### src/rtl/mkre_pkg.sv
// shared types, constants and register codes of the mouse key report engine
package mkre_pkg;

   localparam int TICK_WIDTH_DEFAULT = 32;

   localparam int MS_W        = 32;
   localparam int TIME_W      = 16;
   localparam int STEP_W      = 7;
   localparam int AXIS_W      = 8;
   localparam int BUTTON_W    = 5;
   localparam int SPEED_W     = 3;
   localparam int KEY_W       = 16;
   localparam int CSR_INDEX_W = 3;
   localparam int CSR_DATA_W  = 16;
   localparam int DIV_NUM_W   = 32;
   localparam int DIV_DEN_W   = 16;
   localparam int MUL_B_W     = 16;

   localparam int BUTTON_LSB = 8;
   localparam int SPEED_LSB  = 13;

   localparam int TICK_RATE_HZ  = 61;
   localparam int REPORT_GAP_MS = 30;

   localparam logic [MUL_B_W-1:0]   MS_PER_SECOND = MUL_B_W'(1000);
   localparam logic [DIV_DEN_W-1:0] TICK_HZ       = DIV_DEN_W'(TICK_RATE_HZ);
   // scaled ms below this means less than the report gap
   localparam logic [MS_W-1:0] GAP_PRODUCT_LIMIT = MS_W'(REPORT_GAP_MS * TICK_RATE_HZ);

   localparam logic REQ_ACTIVATE = 1'b0;
   localparam logic REQ_REPORT   = 1'b1;

   localparam logic [CSR_INDEX_W-1:0] REG_POINTER_DELAY = 3'd0;
   localparam logic [CSR_INDEX_W-1:0] REG_POINTER_RAMP  = 3'd1;
   localparam logic [CSR_INDEX_W-1:0] REG_POINTER_MAX   = 3'd2;
   localparam logic [CSR_INDEX_W-1:0] REG_POINTER_MIN   = 3'd3;
   localparam logic [CSR_INDEX_W-1:0] REG_WHEEL_DELAY   = 3'd4;
   localparam logic [CSR_INDEX_W-1:0] REG_WHEEL_RAMP    = 3'd5;
   localparam logic [CSR_INDEX_W-1:0] REG_WHEEL_MAX     = 3'd6;
   localparam logic [CSR_INDEX_W-1:0] REG_WHEEL_MIN     = 3'd7;

   typedef struct packed {
      logic [TIME_W-1:0] pointer_delay_ms;
      logic [TIME_W-1:0] pointer_ramp_ms;
      logic [STEP_W-1:0] pointer_max_step;
      logic [STEP_W-1:0] pointer_min_step;
      logic [TIME_W-1:0] wheel_delay_ms;
      logic [TIME_W-1:0] wheel_ramp_ms;
      logic [STEP_W-1:0] wheel_max_step;
      logic [STEP_W-1:0] wheel_min_step;
   } cfg_type;

   localparam cfg_type CFG_RESET = '{
      pointer_delay_ms: TIME_W'(200),
      pointer_ramp_ms:  TIME_W'(1200),
      pointer_max_step: STEP_W'(35),
      pointer_min_step: STEP_W'(3),
      wheel_delay_ms:   TIME_W'(500),
      wheel_ramp_ms:    TIME_W'(2000),
      wheel_max_step:   STEP_W'(9),
      wheel_min_step:   STEP_W'(1)
   };

   typedef struct packed {
      logic                 start;
      logic [DIV_NUM_W-1:0] dividend;
      logic [DIV_DEN_W-1:0] divisor;
   } div_req_type;

   typedef struct packed {
      logic                 done;
      logic [DIV_NUM_W-1:0] quotient;
   } div_rsp_type;

   typedef struct packed {
      logic start;
      logic take;
   } core_ctrl_type;

   typedef struct packed {
      logic idle;
      logic result_valid;
   } core_status_type;

   typedef struct packed {
      logic                     report_valid;
      logic signed [AXIS_W-1:0] move_x;
      logic signed [AXIS_W-1:0] move_y;
      logic signed [AXIS_W-1:0] wheel_v;
      logic signed [AXIS_W-1:0] wheel_h;
      logic [BUTTON_W-1:0]      buttons;
   } result_type;

endpackage

### src/rtl/mkre_csr.sv
// configuration register file of the mouse key report engine
module mkre_csr (
   input  logic                              clock,
   input  logic                              reset,
   input  logic                              csr_valid,
   output logic                              csr_ready,
   input  logic [mkre_pkg::CSR_INDEX_W-1:0]  csr_index,
   input  logic [mkre_pkg::CSR_DATA_W-1:0]   csr_data,
   output mkre_pkg::cfg_type                 cfg
);
   import mkre_pkg::*;

   cfg_type cfg_ff, cfg_in;

   assign csr_ready = 1'b1;
   assign cfg       = cfg_ff;

   always_comb begin
      cfg_in = cfg_ff;
      if (csr_valid) begin
         case (csr_index)
            REG_POINTER_DELAY: cfg_in.pointer_delay_ms = csr_data[TIME_W-1:0];
            REG_POINTER_RAMP:  cfg_in.pointer_ramp_ms  = csr_data[TIME_W-1:0];
            REG_POINTER_MAX:   cfg_in.pointer_max_step = csr_data[STEP_W-1:0];
            REG_POINTER_MIN:   cfg_in.pointer_min_step = csr_data[STEP_W-1:0];
            REG_WHEEL_DELAY:   cfg_in.wheel_delay_ms   = csr_data[TIME_W-1:0];
            REG_WHEEL_RAMP:    cfg_in.wheel_ramp_ms    = csr_data[TIME_W-1:0];
            REG_WHEEL_MAX:     cfg_in.wheel_max_step   = csr_data[STEP_W-1:0];
            REG_WHEEL_MIN:     cfg_in.wheel_min_step   = csr_data[STEP_W-1:0];
            default: begin
               cfg_in = cfg_ff;
            end
         endcase
      end
   end

   always_ff @(posedge clock) begin
      if (reset) begin
         cfg_ff <= CFG_RESET;
      end else begin
         cfg_ff <= cfg_in;
      end
   end

endmodule

### src/rtl/mkre_divider.sv
// shared restoring divider, two quotient bits a cycle
module mkre_divider (
   input  logic                  clock,
   input  logic                  reset,
   input  mkre_pkg::div_req_type div_req,
   output mkre_pkg::div_rsp_type div_rsp
);
   import mkre_pkg::*;

   localparam int STEPS = DIV_NUM_W / 2;
   localparam int CNT_W = $clog2(STEPS);

   logic                 busy_ff, busy_in;
   logic                 done_ff, done_in;
   logic [CNT_W-1:0]     cnt_ff, cnt_in;
   logic [DIV_NUM_W-1:0] num_ff, num_in;
   logic [DIV_DEN_W-1:0] rem_ff, rem_in;
   logic [DIV_DEN_W-1:0] den_ff, den_in;
   logic [DIV_DEN_W:0]   first, second;

   function automatic logic [DIV_DEN_W:0] div_step(input logic [DIV_DEN_W-1:0] rem,
                                                   input logic din,
                                                   input logic [DIV_DEN_W-1:0] den);
      logic [DIV_DEN_W:0] t;
      logic [DIV_DEN_W:0] d;
      logic [DIV_DEN_W:0] diff;
      t    = {rem, din};
      d    = {1'b0, den};
      diff = t - d;
      if (t >= d) begin
         return {1'b1, diff[DIV_DEN_W-1:0]};
      end
      return {1'b0, t[DIV_DEN_W-1:0]};
   endfunction

   assign first  = div_step(rem_ff, num_ff[DIV_NUM_W-1], den_ff);
   assign second = div_step(first[DIV_DEN_W-1:0], num_ff[DIV_NUM_W-2], den_ff);

   assign div_rsp.done     = done_ff;
   assign div_rsp.quotient = num_ff;

   always_comb begin
      busy_in = busy_ff;
      done_in = 1'b0;
      cnt_in  = cnt_ff;
      num_in  = num_ff;
      rem_in  = rem_ff;
      den_in  = den_ff;
      if (div_req.start) begin
         busy_in = 1'b1;
         cnt_in  = CNT_W'(STEPS - 1);
         num_in  = div_req.dividend;
         rem_in  = '0;
         den_in  = div_req.divisor;
      end else if (busy_ff) begin
         num_in = {num_ff[DIV_NUM_W-3:0], first[DIV_DEN_W], second[DIV_DEN_W]};
         rem_in = second[DIV_DEN_W-1:0];
         cnt_in = cnt_ff - 1'b1;
         if (cnt_ff == '0) begin
            busy_in = 1'b0;
            done_in = 1'b1;
         end
      end
   end

   always_ff @(posedge clock) begin
      if (reset) begin
         busy_ff <= 1'b0;
         done_ff <= 1'b0;
         cnt_ff  <= '0;
      end else begin
         busy_ff <= busy_in;
         done_ff <= done_in;
         cnt_ff  <= cnt_in;
      end
   end

   always_ff @(posedge clock) begin
      num_ff <= num_in;
      rem_ff <= rem_in;
      den_ff <= den_in;
   end

endmodule

### src/rtl/mkre_core.sv
// sequencer, key state and step arithmetic of the mouse key report engine
module mkre_core #(
   parameter int TICK_WIDTH = mkre_pkg::TICK_WIDTH_DEFAULT
) (
   input  logic                          clock,
   input  logic                          reset,
   input  mkre_pkg::core_ctrl_type       ctrl,
   output mkre_pkg::core_status_type     status,
   input  logic                          req_type,
   input  logic [mkre_pkg::KEY_W-1:0]    key_mask,
   input  logic [TICK_WIDTH-1:0]         tick_count,
   input  mkre_pkg::cfg_type             cfg,
   output mkre_pkg::result_type          result,
   output mkre_pkg::div_req_type         div_req,
   input  mkre_pkg::div_rsp_type         div_rsp
);
   import mkre_pkg::*;

   localparam int EXT_W = (TICK_WIDTH > MS_W) ? TICK_WIDTH : MS_W;
   localparam int RAW_W = STEP_W + 3;

   localparam logic [3:0] ST_IDLE      = 4'd0;
   localparam logic [3:0] ST_TIME      = 4'd1;
   localparam logic [3:0] ST_MS_DIV    = 4'd2;
   localparam logic [3:0] ST_MS_WAIT   = 4'd3;
   localparam logic [3:0] ST_GROUP     = 4'd4;
   localparam logic [3:0] ST_RAMP_DIV  = 4'd5;
   localparam logic [3:0] ST_STEP_WAIT = 4'd6;
   localparam logic [3:0] ST_CLAMP     = 4'd7;
   localparam logic [3:0] ST_APPLY     = 4'd8;
   localparam logic [3:0] ST_REPORT    = 4'd9;
   localparam logic [3:0] ST_OUT       = 4'd10;

   localparam logic GRP_POINTER = 1'b0;
   localparam logic GRP_WHEEL   = 1'b1;

   logic [3:0]               state_ff, state_in;
   logic                     type_ff, type_in;
   logic [KEY_W-1:0]         mask_ff, mask_in;
   logic [TICK_WIDTH-1:0]    now_ff, now_in;
   logic                     pressed_ff, pressed_in;
   logic [TICK_WIDTH-1:0]    start_ff, start_in;
   logic [TICK_WIDTH-1:0]    last_ff, last_in;
   logic [MS_W-1:0]          elapsed_ff, elapsed_in;
   logic signed [AXIS_W-1:0] axis_x_ff, axis_x_in;
   logic signed [AXIS_W-1:0] axis_y_ff, axis_y_in;
   logic signed [AXIS_W-1:0] axis_v_ff, axis_v_in;
   logic signed [AXIS_W-1:0] axis_h_ff, axis_h_in;
   logic [BUTTON_W-1:0]      button_ff, button_in;
   logic [SPEED_W-1:0]       speed_ff, speed_in;
   logic                     grp_ff, grp_in;
   logic [STEP_W-1:0]        base_ff, base_in;
   logic                     neg_ff, neg_in;
   logic signed [RAW_W-1:0]  raw_ff, raw_in;
   logic [STEP_W-1:0]        step_p_ff, step_p_in;
   logic [STEP_W-1:0]        step_w_ff, step_w_in;
   logic [MS_W-1:0]          prod_ff, prod_in;
   result_type               result_ff, result_in;

   logic [MS_W-1:0]           mul_a;
   logic [MUL_B_W-1:0]        mul_b;
   logic [MS_W+MUL_B_W-1:0]   mul_full;
   logic [TICK_WIDTH-1:0]     base_tick;
   logic [TICK_WIDTH-1:0]     diff_tick;
   logic [EXT_W-1:0]          diff_ext;
   logic [STEP_W-1:0]         grp_min, grp_max;
   logic [TIME_W-1:0]         grp_delay, grp_ramp;
   logic [3:0]                grp_keys;
   logic [STEP_W-1:0]         grp_mag;
   logic [MS_W-1:0]           held_past_delay;
   logic [MS_W-1:0]           delay_ext, ramp_ext;
   logic signed [RAW_W-1:0]   quo_signed;
   logic [STEP_W-1:0]         clamped;
   logic                      axes_zero;

   function automatic logic signed [AXIS_W-1:0] key_apply(input logic signed [AXIS_W-1:0] a,
                                                          input logic [STEP_W-1:0] step,
                                                          input logic on,
                                                          input logic is_neg);
      logic signed [AXIS_W-1:0] s;
      logic signed [AXIS_W-1:0] r;
      s = $signed({1'b0, step});
      r = a;
      if (on) begin
         r = is_neg ? -s : s;
      end else if (is_neg ? (a < 0) : (a > 0)) begin
         r = '0;
      end
      return r;
   endfunction

   function automatic logic signed [AXIS_W-1:0] three_quarters(input logic signed [AXIS_W-1:0] v);
      logic signed [AXIS_W+1:0] w;
      logic signed [AXIS_W+1:0] t;
      logic signed [AXIS_W+1:0] q;
      w = $signed({{2{v[AXIS_W-1]}}, v});
      t = (w <<< 1) + w;
      q = t >>> 2;
      return q[AXIS_W-1:0];
   endfunction

   function automatic logic [STEP_W-1:0] clamp_step(input logic signed [RAW_W-1:0] raw,
                                                    input logic [STEP_W-1:0] mx);
      logic signed [RAW_W-1:0] u;
      logic signed [RAW_W-1:0] mxs;
      mxs = $signed({{(RAW_W-STEP_W){1'b0}}, mx});
      u   = raw;
      if (u > mxs) begin
         u = mxs;
      end
      if (u <= 0) begin
         u = $signed(RAW_W'(1));
      end
      return u[STEP_W-1:0];
   endfunction

   // per-group settings
   always_comb begin
      if (grp_ff == GRP_WHEEL) begin
         grp_min   = cfg.wheel_min_step;
         grp_max   = cfg.wheel_max_step;
         grp_delay = cfg.wheel_delay_ms;
         grp_ramp  = cfg.wheel_ramp_ms;
         grp_keys  = mask_ff[7:4];
      end else begin
         grp_min   = cfg.pointer_min_step;
         grp_max   = cfg.pointer_max_step;
         grp_delay = cfg.pointer_delay_ms;
         grp_ramp  = cfg.pointer_ramp_ms;
         grp_keys  = mask_ff[3:0];
      end
   end

   assign grp_mag         = (grp_max >= grp_min) ? (grp_max - grp_min) : (grp_min - grp_max);
   assign delay_ext       = {{(MS_W-TIME_W){1'b0}}, grp_delay};
   assign ramp_ext        = {{(MS_W-TIME_W){1'b0}}, grp_ramp};
   assign held_past_delay = elapsed_ff - delay_ext;

   assign base_tick = (type_ff == REQ_REPORT) ? last_ff : (pressed_ff ? start_ff : now_ff);
   assign diff_tick = now_ff - base_tick;
   assign diff_ext  = EXT_W'(diff_tick);

   // shared multiplier: tick distance times 1000, or step span times ramp position
   always_comb begin
      if (state_ff == ST_GROUP) begin
         mul_a = {{(MS_W-STEP_W){1'b0}}, grp_mag};
         mul_b = held_past_delay[MUL_B_W-1:0];
      end else begin
         mul_a = diff_ext[MS_W-1:0];
         mul_b = MS_PER_SECOND;
      end
   end

   assign mul_full = mul_a * mul_b;
   assign prod_in  = mul_full[MS_W-1:0];

   assign quo_signed = $signed({{(RAW_W-STEP_W){1'b0}}, div_rsp.quotient[STEP_W-1:0]});
   assign clamped    = clamp_step(raw_ff, grp_max);
   assign axes_zero  = (axis_x_ff == 0) && (axis_y_ff == 0) && (axis_v_ff == 0)
                       && (axis_h_ff == 0);

   assign status.idle         = (state_ff == ST_IDLE);
   assign status.result_valid = (state_ff == ST_OUT);
   assign result              = result_ff;

   always_comb begin
      state_in   = state_ff;
      type_in    = type_ff;
      mask_in    = mask_ff;
      now_in     = now_ff;
      pressed_in = pressed_ff;
      start_in   = start_ff;
      last_in    = last_ff;
      elapsed_in = elapsed_ff;
      axis_x_in  = axis_x_ff;
      axis_y_in  = axis_y_ff;
      axis_v_in  = axis_v_ff;
      axis_h_in  = axis_h_ff;
      button_in  = button_ff;
      speed_in   = speed_ff;
      grp_in     = grp_ff;
      base_in    = base_ff;
      neg_in     = neg_ff;
      raw_in     = raw_ff;
      step_p_in  = step_p_ff;
      step_w_in  = step_w_ff;
      result_in  = result_ff;
      div_req    = '0;

      case (state_ff)
         ST_IDLE: begin
            if (ctrl.start) begin
               type_in  = req_type;
               mask_in  = key_mask;
               now_in   = tick_count;
               state_in = ST_TIME;
            end
         end
         ST_TIME: begin
            if (type_ff == REQ_REPORT) begin
               state_in = ST_REPORT;
            end else if (mask_ff == '0) begin
               axis_x_in  = '0;
               axis_y_in  = '0;
               axis_v_in  = '0;
               axis_h_in  = '0;
               button_in  = '0;
               speed_in   = '0;
               start_in   = '0;
               pressed_in = 1'b0;
               result_in  = '0;
               state_in   = ST_OUT;
            end else begin
               if (!pressed_ff) begin
                  start_in   = now_ff;
                  pressed_in = 1'b1;
               end
               state_in = ST_MS_DIV;
            end
         end
         ST_MS_DIV: begin
            div_req.start    = 1'b1;
            div_req.dividend = prod_ff;
            div_req.divisor  = TICK_HZ;
            state_in         = ST_MS_WAIT;
         end
         ST_MS_WAIT: begin
            if (div_rsp.done) begin
               elapsed_in = div_rsp.quotient;
               grp_in     = GRP_POINTER;
               state_in   = ST_GROUP;
            end
         end
         ST_GROUP: begin
            if (grp_keys == '0) begin
               if (grp_ff == GRP_POINTER) begin
                  grp_in = GRP_WHEEL;
               end else begin
                  state_in = ST_APPLY;
               end
            end else if (speed_ff[0]) begin
               div_req.start    = 1'b1;
               div_req.dividend = {{(DIV_NUM_W-STEP_W){1'b0}}, grp_max};
               div_req.divisor  = {{(DIV_DEN_W-SPEED_W){1'b0}}, speed_ff};
               base_in          = '0;
               neg_in           = 1'b0;
               state_in         = ST_STEP_WAIT;
            end else if (elapsed_ff < delay_ext) begin
               raw_in   = $signed({{(RAW_W-STEP_W){1'b0}}, grp_min});
               state_in = ST_CLAMP;
            end else if (elapsed_ff >= ramp_ext) begin
               raw_in   = $signed({{(RAW_W-STEP_W){1'b0}}, grp_max});
               state_in = ST_CLAMP;
            end else begin
               base_in  = grp_min;
               neg_in   = (grp_min > grp_max);
               state_in = ST_RAMP_DIV;
            end
         end
         ST_RAMP_DIV: begin
            div_req.start    = 1'b1;
            div_req.dividend = prod_ff;
            div_req.divisor  = grp_ramp;
            state_in         = ST_STEP_WAIT;
         end
         ST_STEP_WAIT: begin
            if (div_rsp.done) begin
               raw_in   = $signed({{(RAW_W-STEP_W){1'b0}}, base_ff})
                          + (neg_ff ? -quo_signed : quo_signed);
               state_in = ST_CLAMP;
            end
         end
         ST_CLAMP: begin
            if (grp_ff == GRP_POINTER) begin
               step_p_in = clamped;
               grp_in    = GRP_WHEEL;
               state_in  = ST_GROUP;
            end else begin
               step_w_in = clamped;
               state_in  = ST_APPLY;
            end
         end
         ST_APPLY: begin
            // the higher mask bit of an opposing pair wins
            axis_y_in = key_apply(key_apply(axis_y_ff, step_p_ff, mask_ff[0], 1'b1),
                                  step_p_ff, mask_ff[1], 1'b0);
            axis_x_in = key_apply(key_apply(axis_x_ff, step_p_ff, mask_ff[2], 1'b1),
                                  step_p_ff, mask_ff[3], 1'b0);
            axis_v_in = key_apply(key_apply(axis_v_ff, step_w_ff, mask_ff[4], 1'b0),
                                  step_w_ff, mask_ff[5], 1'b1);
            axis_h_in = key_apply(key_apply(axis_h_ff, step_w_ff, mask_ff[6], 1'b1),
                                  step_w_ff, mask_ff[7], 1'b0);
            button_in = mask_ff[BUTTON_LSB +: BUTTON_W];
            speed_in  = mask_ff[SPEED_LSB +: SPEED_W];
            result_in = '0;
            state_in  = ST_OUT;
         end
         ST_REPORT: begin
            if ((button_ff == '0) && (axes_zero || (prod_ff < GAP_PRODUCT_LIMIT))) begin
               result_in = '0;
            end else begin
               last_in                = now_ff;
               result_in.report_valid = 1'b1;
               result_in.move_x       = axis_x_ff;
               result_in.move_y       = axis_y_ff;
               if ((axis_x_ff != 0) && (axis_y_ff != 0)) begin
                  result_in.move_x = three_quarters(axis_x_ff);
                  result_in.move_y = three_quarters(axis_y_ff);
               end
               result_in.wheel_v = axis_v_ff;
               result_in.wheel_h = axis_h_ff;
               result_in.buttons = button_ff;
            end
            state_in = ST_OUT;
         end
         ST_OUT: begin
            if (ctrl.take) begin
               state_in = ST_IDLE;
            end
         end
         default: begin
            state_in = ST_IDLE;
         end
      endcase
   end

   always_ff @(posedge clock) begin
      if (reset) begin
         state_ff   <= ST_IDLE;
         pressed_ff <= 1'b0;
         start_ff   <= '0;
         last_ff    <= '0;
         elapsed_ff <= '0;
         axis_x_ff  <= '0;
         axis_y_ff  <= '0;
         axis_v_ff  <= '0;
         axis_h_ff  <= '0;
         button_ff  <= '0;
         speed_ff   <= '0;
         grp_ff     <= GRP_POINTER;
      end else begin
         state_ff   <= state_in;
         pressed_ff <= pressed_in;
         start_ff   <= start_in;
         last_ff    <= last_in;
         elapsed_ff <= elapsed_in;
         axis_x_ff  <= axis_x_in;
         axis_y_ff  <= axis_y_in;
         axis_v_ff  <= axis_v_in;
         axis_h_ff  <= axis_h_in;
         button_ff  <= button_in;
         speed_ff   <= speed_in;
         grp_ff     <= grp_in;
      end
   end

   always_ff @(posedge clock) begin
      type_ff   <= type_in;
      mask_ff   <= mask_in;
      now_ff    <= now_in;
      base_ff   <= base_in;
      neg_ff    <= neg_in;
      raw_ff    <= raw_in;
      step_p_ff <= step_p_in;
      step_w_ff <= step_w_in;
      prod_ff   <= prod_in;
      result_ff <= result_in;
   end

endmodule

### src/rtl/mouse_key_report_engine.sv
// top level of the mouse key report engine: handshakes, response register, units
//
// req channel: one word per request, either an activate carrying the 16-key mask or
// a report request; the tick count rides along with both. one rsp word comes back
// for every req word; report_valid low means nothing to send and all fields zero.
// csr channel: register index and data, always ready; the user must see that it is
// written only while idle, as no check in the block enforces this.
// req_ready is high only while the sequencer is idle, so one request is in flight.
// a report request and an activate with an empty mask need no division; the time of
// any other activate is set by the shared divider at two quotient bits a cycle:
// one division for the held time, and one more per pointer or wheel group whose
// step lies on the ramp or under the first speed key.
// with a ready receiver the sequencer goes back to idle as the word enters the rsp
// register, so a new request is taken only once the previous result has left it.
// a finished word waits in the rsp register, so a new request is taken while the
// receiver stalls; its own result then waits in the sequencer until the register
// frees. reset clears all key state, the response valid flag and the sequencer and
// loads the default settings.
module mouse_key_report_engine #(
   parameter int TICK_WIDTH = mkre_pkg::TICK_WIDTH_DEFAULT
) (
   input  logic                                   clock,
   input  logic                                   reset,
   input  logic                                   req_valid,
   output logic                                   req_ready,
   input  logic                                   req_type,
   input  logic [mkre_pkg::KEY_W-1:0]             req_key_mask,
   input  logic [TICK_WIDTH-1:0]                  req_tick_count,
   output logic                                   rsp_valid,
   input  logic                                   rsp_ready,
   output logic                                   rsp_report_valid,
   output logic signed [mkre_pkg::AXIS_W-1:0]     rsp_move_x,
   output logic signed [mkre_pkg::AXIS_W-1:0]     rsp_move_y,
   output logic signed [mkre_pkg::AXIS_W-1:0]     rsp_wheel_v,
   output logic signed [mkre_pkg::AXIS_W-1:0]     rsp_wheel_h,
   output logic [mkre_pkg::BUTTON_W-1:0]          rsp_buttons,
   input  logic                                   csr_valid,
   output logic                                   csr_ready,
   input  logic [mkre_pkg::CSR_INDEX_W-1:0]       csr_index,
   input  logic [mkre_pkg::CSR_DATA_W-1:0]        csr_data
);
   import mkre_pkg::*;

   cfg_type         cfg;
   core_ctrl_type   core_ctrl;
   core_status_type core_status;
   result_type      core_result;
   div_req_type     div_req;
   div_rsp_type     div_rsp;

   logic       rsp_valid_ff, rsp_valid_in;
   result_type rsp_word_ff;

   assign req_ready      = core_status.idle;
   assign core_ctrl.start = req_valid && core_status.idle;
   assign core_ctrl.take  = core_status.result_valid && (!rsp_valid_ff || rsp_ready);

   always_comb begin
      rsp_valid_in = rsp_valid_ff;
      if (core_ctrl.take) begin
         rsp_valid_in = 1'b1;
      end else if (rsp_ready) begin
         rsp_valid_in = 1'b0;
      end
   end

   always_ff @(posedge clock) begin
      if (reset) begin
         rsp_valid_ff <= 1'b0;
      end else begin
         rsp_valid_ff <= rsp_valid_in;
      end
   end

   always_ff @(posedge clock) begin
      if (core_ctrl.take) begin
         rsp_word_ff <= core_result;
      end
   end

   assign rsp_valid        = rsp_valid_ff;
   assign rsp_report_valid = rsp_word_ff.report_valid;
   assign rsp_move_x       = rsp_word_ff.move_x;
   assign rsp_move_y       = rsp_word_ff.move_y;
   assign rsp_wheel_v      = rsp_word_ff.wheel_v;
   assign rsp_wheel_h      = rsp_word_ff.wheel_h;
   assign rsp_buttons      = rsp_word_ff.buttons;

   mkre_csr u_csr (
      .clock     (clock),
      .reset     (reset),
      .csr_valid (csr_valid),
      .csr_ready (csr_ready),
      .csr_index (csr_index),
      .csr_data  (csr_data),
      .cfg       (cfg)
   );

   mkre_divider u_divider (
      .clock   (clock),
      .reset   (reset),
      .div_req (div_req),
      .div_rsp (div_rsp)
   );

   mkre_core #(
      .TICK_WIDTH (TICK_WIDTH)
   ) u_core (
      .clock      (clock),
      .reset      (reset),
      .ctrl       (core_ctrl),
      .status     (core_status),
      .req_type   (req_type),
      .key_mask   (req_key_mask),
      .tick_count (req_tick_count),
      .cfg        (cfg),
      .result     (core_result),
      .div_req    (div_req),
      .div_rsp    (div_rsp)
   );

endmodule

### config.mk
export PLATFORM = sky130hd
export DESIGN_NAME = mouse_key_report_engine
export DESIGN_NICKNAME = d
export VERILOG_FILES = /design/src/rtl/mkre_pkg.sv /design/src/rtl/mkre_csr.sv /design/src/rtl/mkre_divider.sv /design/src/rtl/mkre_core.sv /design/src/rtl/mouse_key_report_engine.sv
export SDC_FILE = /design/constraint.sdc
export NUM_CORES = 2
export LEC_CHECK = 0
export BUFFER_PORTS_ARGS = -buffer_cell sky130_fd_sc_hd__buf_2
export CAP_MARGIN = 20
export CORE_ASPECT_RATIO = 1.1
export CORE_MARGIN = 1.5
export CORE_UTILIZATION = 55
export DETAILED_ROUTE_END_ITERATION = 16
export PLACE_DENSITY = 0.73
export SLEW_MARGIN = 40
export SYNTH_ARGS = -nofsm -noshare
export SYNTH_HDL_FRONTEND = slang
export SYNTH_SLANG_ARGS = --single-unit
### constraint.sdc
create_clock -name clock -period 17.77 [get_ports clock]
set_clock_uncertainty 0.15 [all_clocks]
set_input_delay 3.554 -clock clock [delete_from_list [all_inputs] [get_ports clock]]
set_output_delay 3.554 -clock clock [all_outputs]
set_load 0.02 [all_outputs]
# == Yosys cells after proc, flatten, opt, wreduce, memory -nomap -nowiden ==
# Cells that the tools add are included.
# word_totals
in_bits,73
word_cells,261
regBits,494
# op_classes
n_mux,97
addsub,13
n_reduce_logical,50
mul,1
eq_ne,30
n_lt_le_gt_ge,17
bitwise_logic,5
# op_table
operator,count
32-bit two-way mux,6
8-bit two-way mux,22
49-bit one-hot mux with 3 select lines,1
32-bit zero test,4
38-bit two-way mux,3
38-bit one-hot mux with 3 select lines,1
49-bit two-way mux,2
10-bit two-way mux,7
17-bit two-way mux,4
16-bit two-way mux,4
8-bit one-hot mux with 2 select lines,4
32-bit nonzero test,2
4-bit two-way mux,14
16-bit subtractor,3
7-bit two-way mux,6
4-bit one-hot mux with 10 select lines,1
17-bit by 16-bit >= comparator with 1-bit output,2
32-bit by 16-bit >= comparator with 1-bit output,1
8-bit by 1-bit greater-than comparator with 1-bit output (second input constant),4
32-bit by 11-bit less-than comparator with 1-bit output (second input constant),1
32-bit by 16-bit less-than comparator with 1-bit output,1
8-bit by 1-bit less-than comparator with 1-bit output (second input constant),4
32-bit by 16-bit multiplier with 32-bit output,1
32-bit subtractor,1
45 further kinds,114

# == Longest topological paths before layout ==
# logic_depth
word_depth,8
ltp_mapped,40
ltp_nobuf,36

# == Hierarchy ==
# From an unflattened synthesis, not the netlist that was laid out.
# unflattened
hier_cells,3765
area_unflattened_um2,36009.5
# modules_own_cells
mod,seq_area_each_um2,area_each_um2,cells_each,n_inst
mkre_core,6846.6,26691.8,2953,1
mkre_divider,1881.8,4450.5,426,1
mkre_csr,1841.8,3664.8,342,1
mouse_key_report_engine,1161.1,1202.4,44,1

# == Worst setup path after synthesis ==
# Ideal clock, no wire load.
# synth_path
kind,reg-to-reg
start,reg u_core.grp_ff
end,reg u_core.prod_ff[31]
setup_slack_ps,7910
period_less_slack_ps,9860
path_stages_with_launch,38
arrival_ps,9581
cell_sequence,dfxtp_1 buf_2 buf_2 buf_1 clkbuf_1 mux2_2 ha_1 inv_1 fa_1 a21o_1 a21o_1 a21oi_1 o21bai_1 a21oi_1 o21ai_1 o31ai_2 o21ai_1 mux2i_1 [2 not listed] fa_1 fa_1 fa_1 fa_1 inv_1 fa_1 inv_1 ha_1 clkbuf_1 a21o_1 a21o_1 a21oi_1 o21ai_0 a31oi_1 a311oi_2 o41ai_2 xnor3_1 xnor3_1
# synth_via
elab_chain_len,5
elab_cells_between_ends,11
# synth_rtl
item,line_no,text
start: declaration,mkre_core.sv:51,"logic grp_ff, grp_in;"
start signal: assignment,mkre_core.sv:353,grp_ff <= grp_in;
"parallel branches: the longest is 4 deep, another holds 16-bit subtractor",--,
32-bit by 16-bit multiplier with 32-bit output (*),mkre_core.sv:154,assign mul_full = mul_a * mul_b;
named net u_core.mul_full[31],mkre_core.sv:62,logic [MS_W+MUL_B_W-1:0] mul_full;
end signal: assignment,mkre_core.sv:366,prod_ff <= prod_in;
end: declaration,mkre_core.sv:57,"logic [MS_W-1:0] prod_ff, prod_in;"
# Mark *: on every way through the listed nets, which the timed path passes.
# A chain may end at the register's enable or synchronous reset.

# == Final worst setup path ==
# Same ends and word-level chain as after synthesis.

==> flow_metrics.tcl <==
set metrics [dict create \
    track_usage 0.2551 \
    hp-class "flop to flop" \
    hp-start "u_core.result[20]" \
    drive_gt1_frac 0.07189 \
    num_rows 97 \
    die-width_um 245.1 \
    final_common_cell "nand2_1" \
    timing.rr.end "u_core.prod_ff[31]" \
    reg2reg_from "u_core.grp_ff" \
    grt_pass1_wl_um 135300 \
    multiInputGateArea_mm2 0.02186 \
    maxCapViolations 0 \
    grt_pass1_vias 26409 \
    setup_viol 0 \
    grt_max_degree 91 \
    rsz0062_at_grt "false" \
    period_minus_slack_ns 10.36 \
    synth_seq_area_share 0.3307 \
    r2r_cells 32 \
    postSynthCellCount 3851 \
    cts_sinks 485 \
    crit_start "u_core.grp_ff" \
    cts_resized 0 \
    worstPathMaxFanout 52 \
    num_io_pins 114 \
    status "completed" \
    yosys.area_share.adder 0.2489 \
    critPathLaunchType "flop" \
    synth_compound_area_frac 0.1361 \
    drt_iter0_drc 1878 \
    routedWlPerCell_um 17.01 \
    hold_buffers 0 \
    cp_slowest_cell "mux2i_1" \
    insertion_delay_ns 0.60 \
    synth_seq_cells 485 \
    fin_ws_ns 7.408 \
    place_congestion 0.9162 \
    async_flop_share 0 \
    fmax_mhz 96.51 \
    cpPeakStageDelay_ns 0.74 \
    critPathMostFrequentCell "fa_1" \
    antenna_cells 0 \
    clk_pin_slew_ns 0.08 \
    layout_common_cells "538 x nand2_1, 478 x inv_1, 314 x a21oi_1, 301 x fa_1, 297 x nor2_1" \
    synth.mux.area_fraction 0.03478 \
    synth_xor_area_frac 0.03164 \
    firstDrtPassIters 5 \
    cts_tree "yes" \
    crit_path_end "u_core.prod_ff[31]" \
    crit_path_end_kind "flop" \
    rrSetupSlack_ns 7.41 \
    dp.cells 4809 \
    syn-cell-area_mm2 0.03547 \
    synthToLayoutAreaGrowth_pct 9.651 \
    fp.dieH_um 269.4 \
    drv_slew 0 \
    synth.distinct_cells 93 \
    place_ws_ns 7.423 \
    worstMarginPinSlew_ns 0.8101 \
    finalSetupTns_ns 0 \
    detail_route.vias_per_cell 5.452 \
    final_cells 4903 \
    synth_top_family_by_area "adder cells" \
    slew_headroom 0.4542 \
    fillers 5484 \
    die_area_mm2 0.06603 \
    cp.required_ns 18.10 \
    cp.arrival_ns 10.69 \
    syn_area_per_cell_um2 9.211 \
    fin_crit_sh 0.5831 \
    h-tree-depth 2 \
    placed_area_mm2 0.03721 \
    regArea_mm2 0.01173 \
    dr_total_vias 26729 \
    cts_buffer_depth 3 \
    ys.flop_type "dfxtp_1" \
    path_class "flop to flop" \
    antenna_found_initial 0 \
    initial_core_util 0.5567 \
    final_cell_area_mm2 0.03889 \
    port_buffers 109 \
    hold_violations 0 \
    coreArea_mm2 0.06372 \
    ant_nets 0 \
    wl_um 83420 \
    drcViolationCount 0 \
    nNetsFinal 4618 \
    synthSimpleGateAreaFrac 0.1475 \
    ys_warn_count 0 \
    cts_buffers 50 \
    overflow 0 \
    synth_edf_count 202 \
    cts-root-buf "clkbuf_16" \
    place_hpwl_um 64200 \
    post-cts-setup-buffers 0 \
]
## layer usage
layer / track usage / vias to the layer above / part of all wire
met5: 0 / - / 0
met4: 0.1007 / 0 / 0.039
met3: 0.02857 / 139 / 0.044
met2: 0.4515 / 626 / 0.51
met1: 0.3162 / 12926 / 0.40
li1: - / 13038 / -
## sequential cells by signal (all words and copies together), names as in the netlist, 10 cells and up
signal and flops:
u_divider.den_ff 16, u_csr.cfg 92, u_core.result 38, u_core.elapsed_ff 32, u_divider.rem_ff 16, u_core.raw_ff 10, u_core.last_ff 29, u_core.mask_ff 16
u_core.now_ff 29, u_core.prod_ff 32, u_core.start_ff 29, u_divider.num_ff 32
## worst min-delay path by stage
stage	to	slack [ns]	depth (start not counted)
after CTS	rsp_wheel_v[7]	0.27	0
after global placement	rsp_wheel_h[2]	0.25	0
final	rsp_wheel_v[7]	0.26	0
after detailed placement	rsp_move_y[1]	0.25	0
after global routing	rsp_wheel_v[7]	0.27	0
after floorplan	rsp_buttons[0]	0.25	0
## final cells by class
type / count / area share
Multi-Input combinational cell: 2865 / 0.5619
Tap cell: 841 / 0.02705
Clock buffer: 75 / 0.03854
Sequential cell: 485 / 0.3017
Timing Repair Buffer: 139 / 0.02017
Inverter: 479 / 0.04629
Clock inverter: 19 / 0.004343
## cells in the mapped netlist, drive strengths merged, types with 47 or more instances
library cell	count	share of area
a21o	66	0.014
a21oi	315	0.045
a22oi	57	0.012
and2	48	0.0085
clkbuf	140	0.015
dfxtp	283	0.16
edfxtp	202	0.17
fa	301	0.17
ha	224	0.079
inv	479	0.051
mux2i	100	0.028
nand2	539	0.057
nor2	304	0.032
nor3	47	0.0068
o21ai	136	0.019
xnor2	81	0.020
## logic make-up after synthesis
| family | Yosys count |
|---|---|
| AND/OR/NAND/NOR | 1176 |
| AO/OA/AOI/OAI | 772 |
| buffers and inverters | 646 |
| adder cells (fa/ha/maj) | 525 |
| flip-flops | 485 |
| XOR/XNOR | 125 |
| multiplexers | 120 |
| other | 2 |
## stage by stage
step                      utilization  hold slack, ns
after global placement         0.5836          0.2506
final                          0.6104          0.2602
after detailed placement       0.5839          0.2545
after CTS                      0.6101          0.2652
after floorplan                     -          0.2503
after global routing           0.6104          0.2663
## critical path, delay by kind of cell, from the launching register on
kind            cells  cell delay [ns]
flops               1             0.32
mux                 2             1.03
fa+ha+maj           8             3.86
buf+inv             4             0.77
compound gates     14             3.08
xor+xnor            3             0.77
simple gates        1             0.22
Power is not shown: default switching activity piles up to over one toggle a cycle in this logic, so the estimate is an artifact.
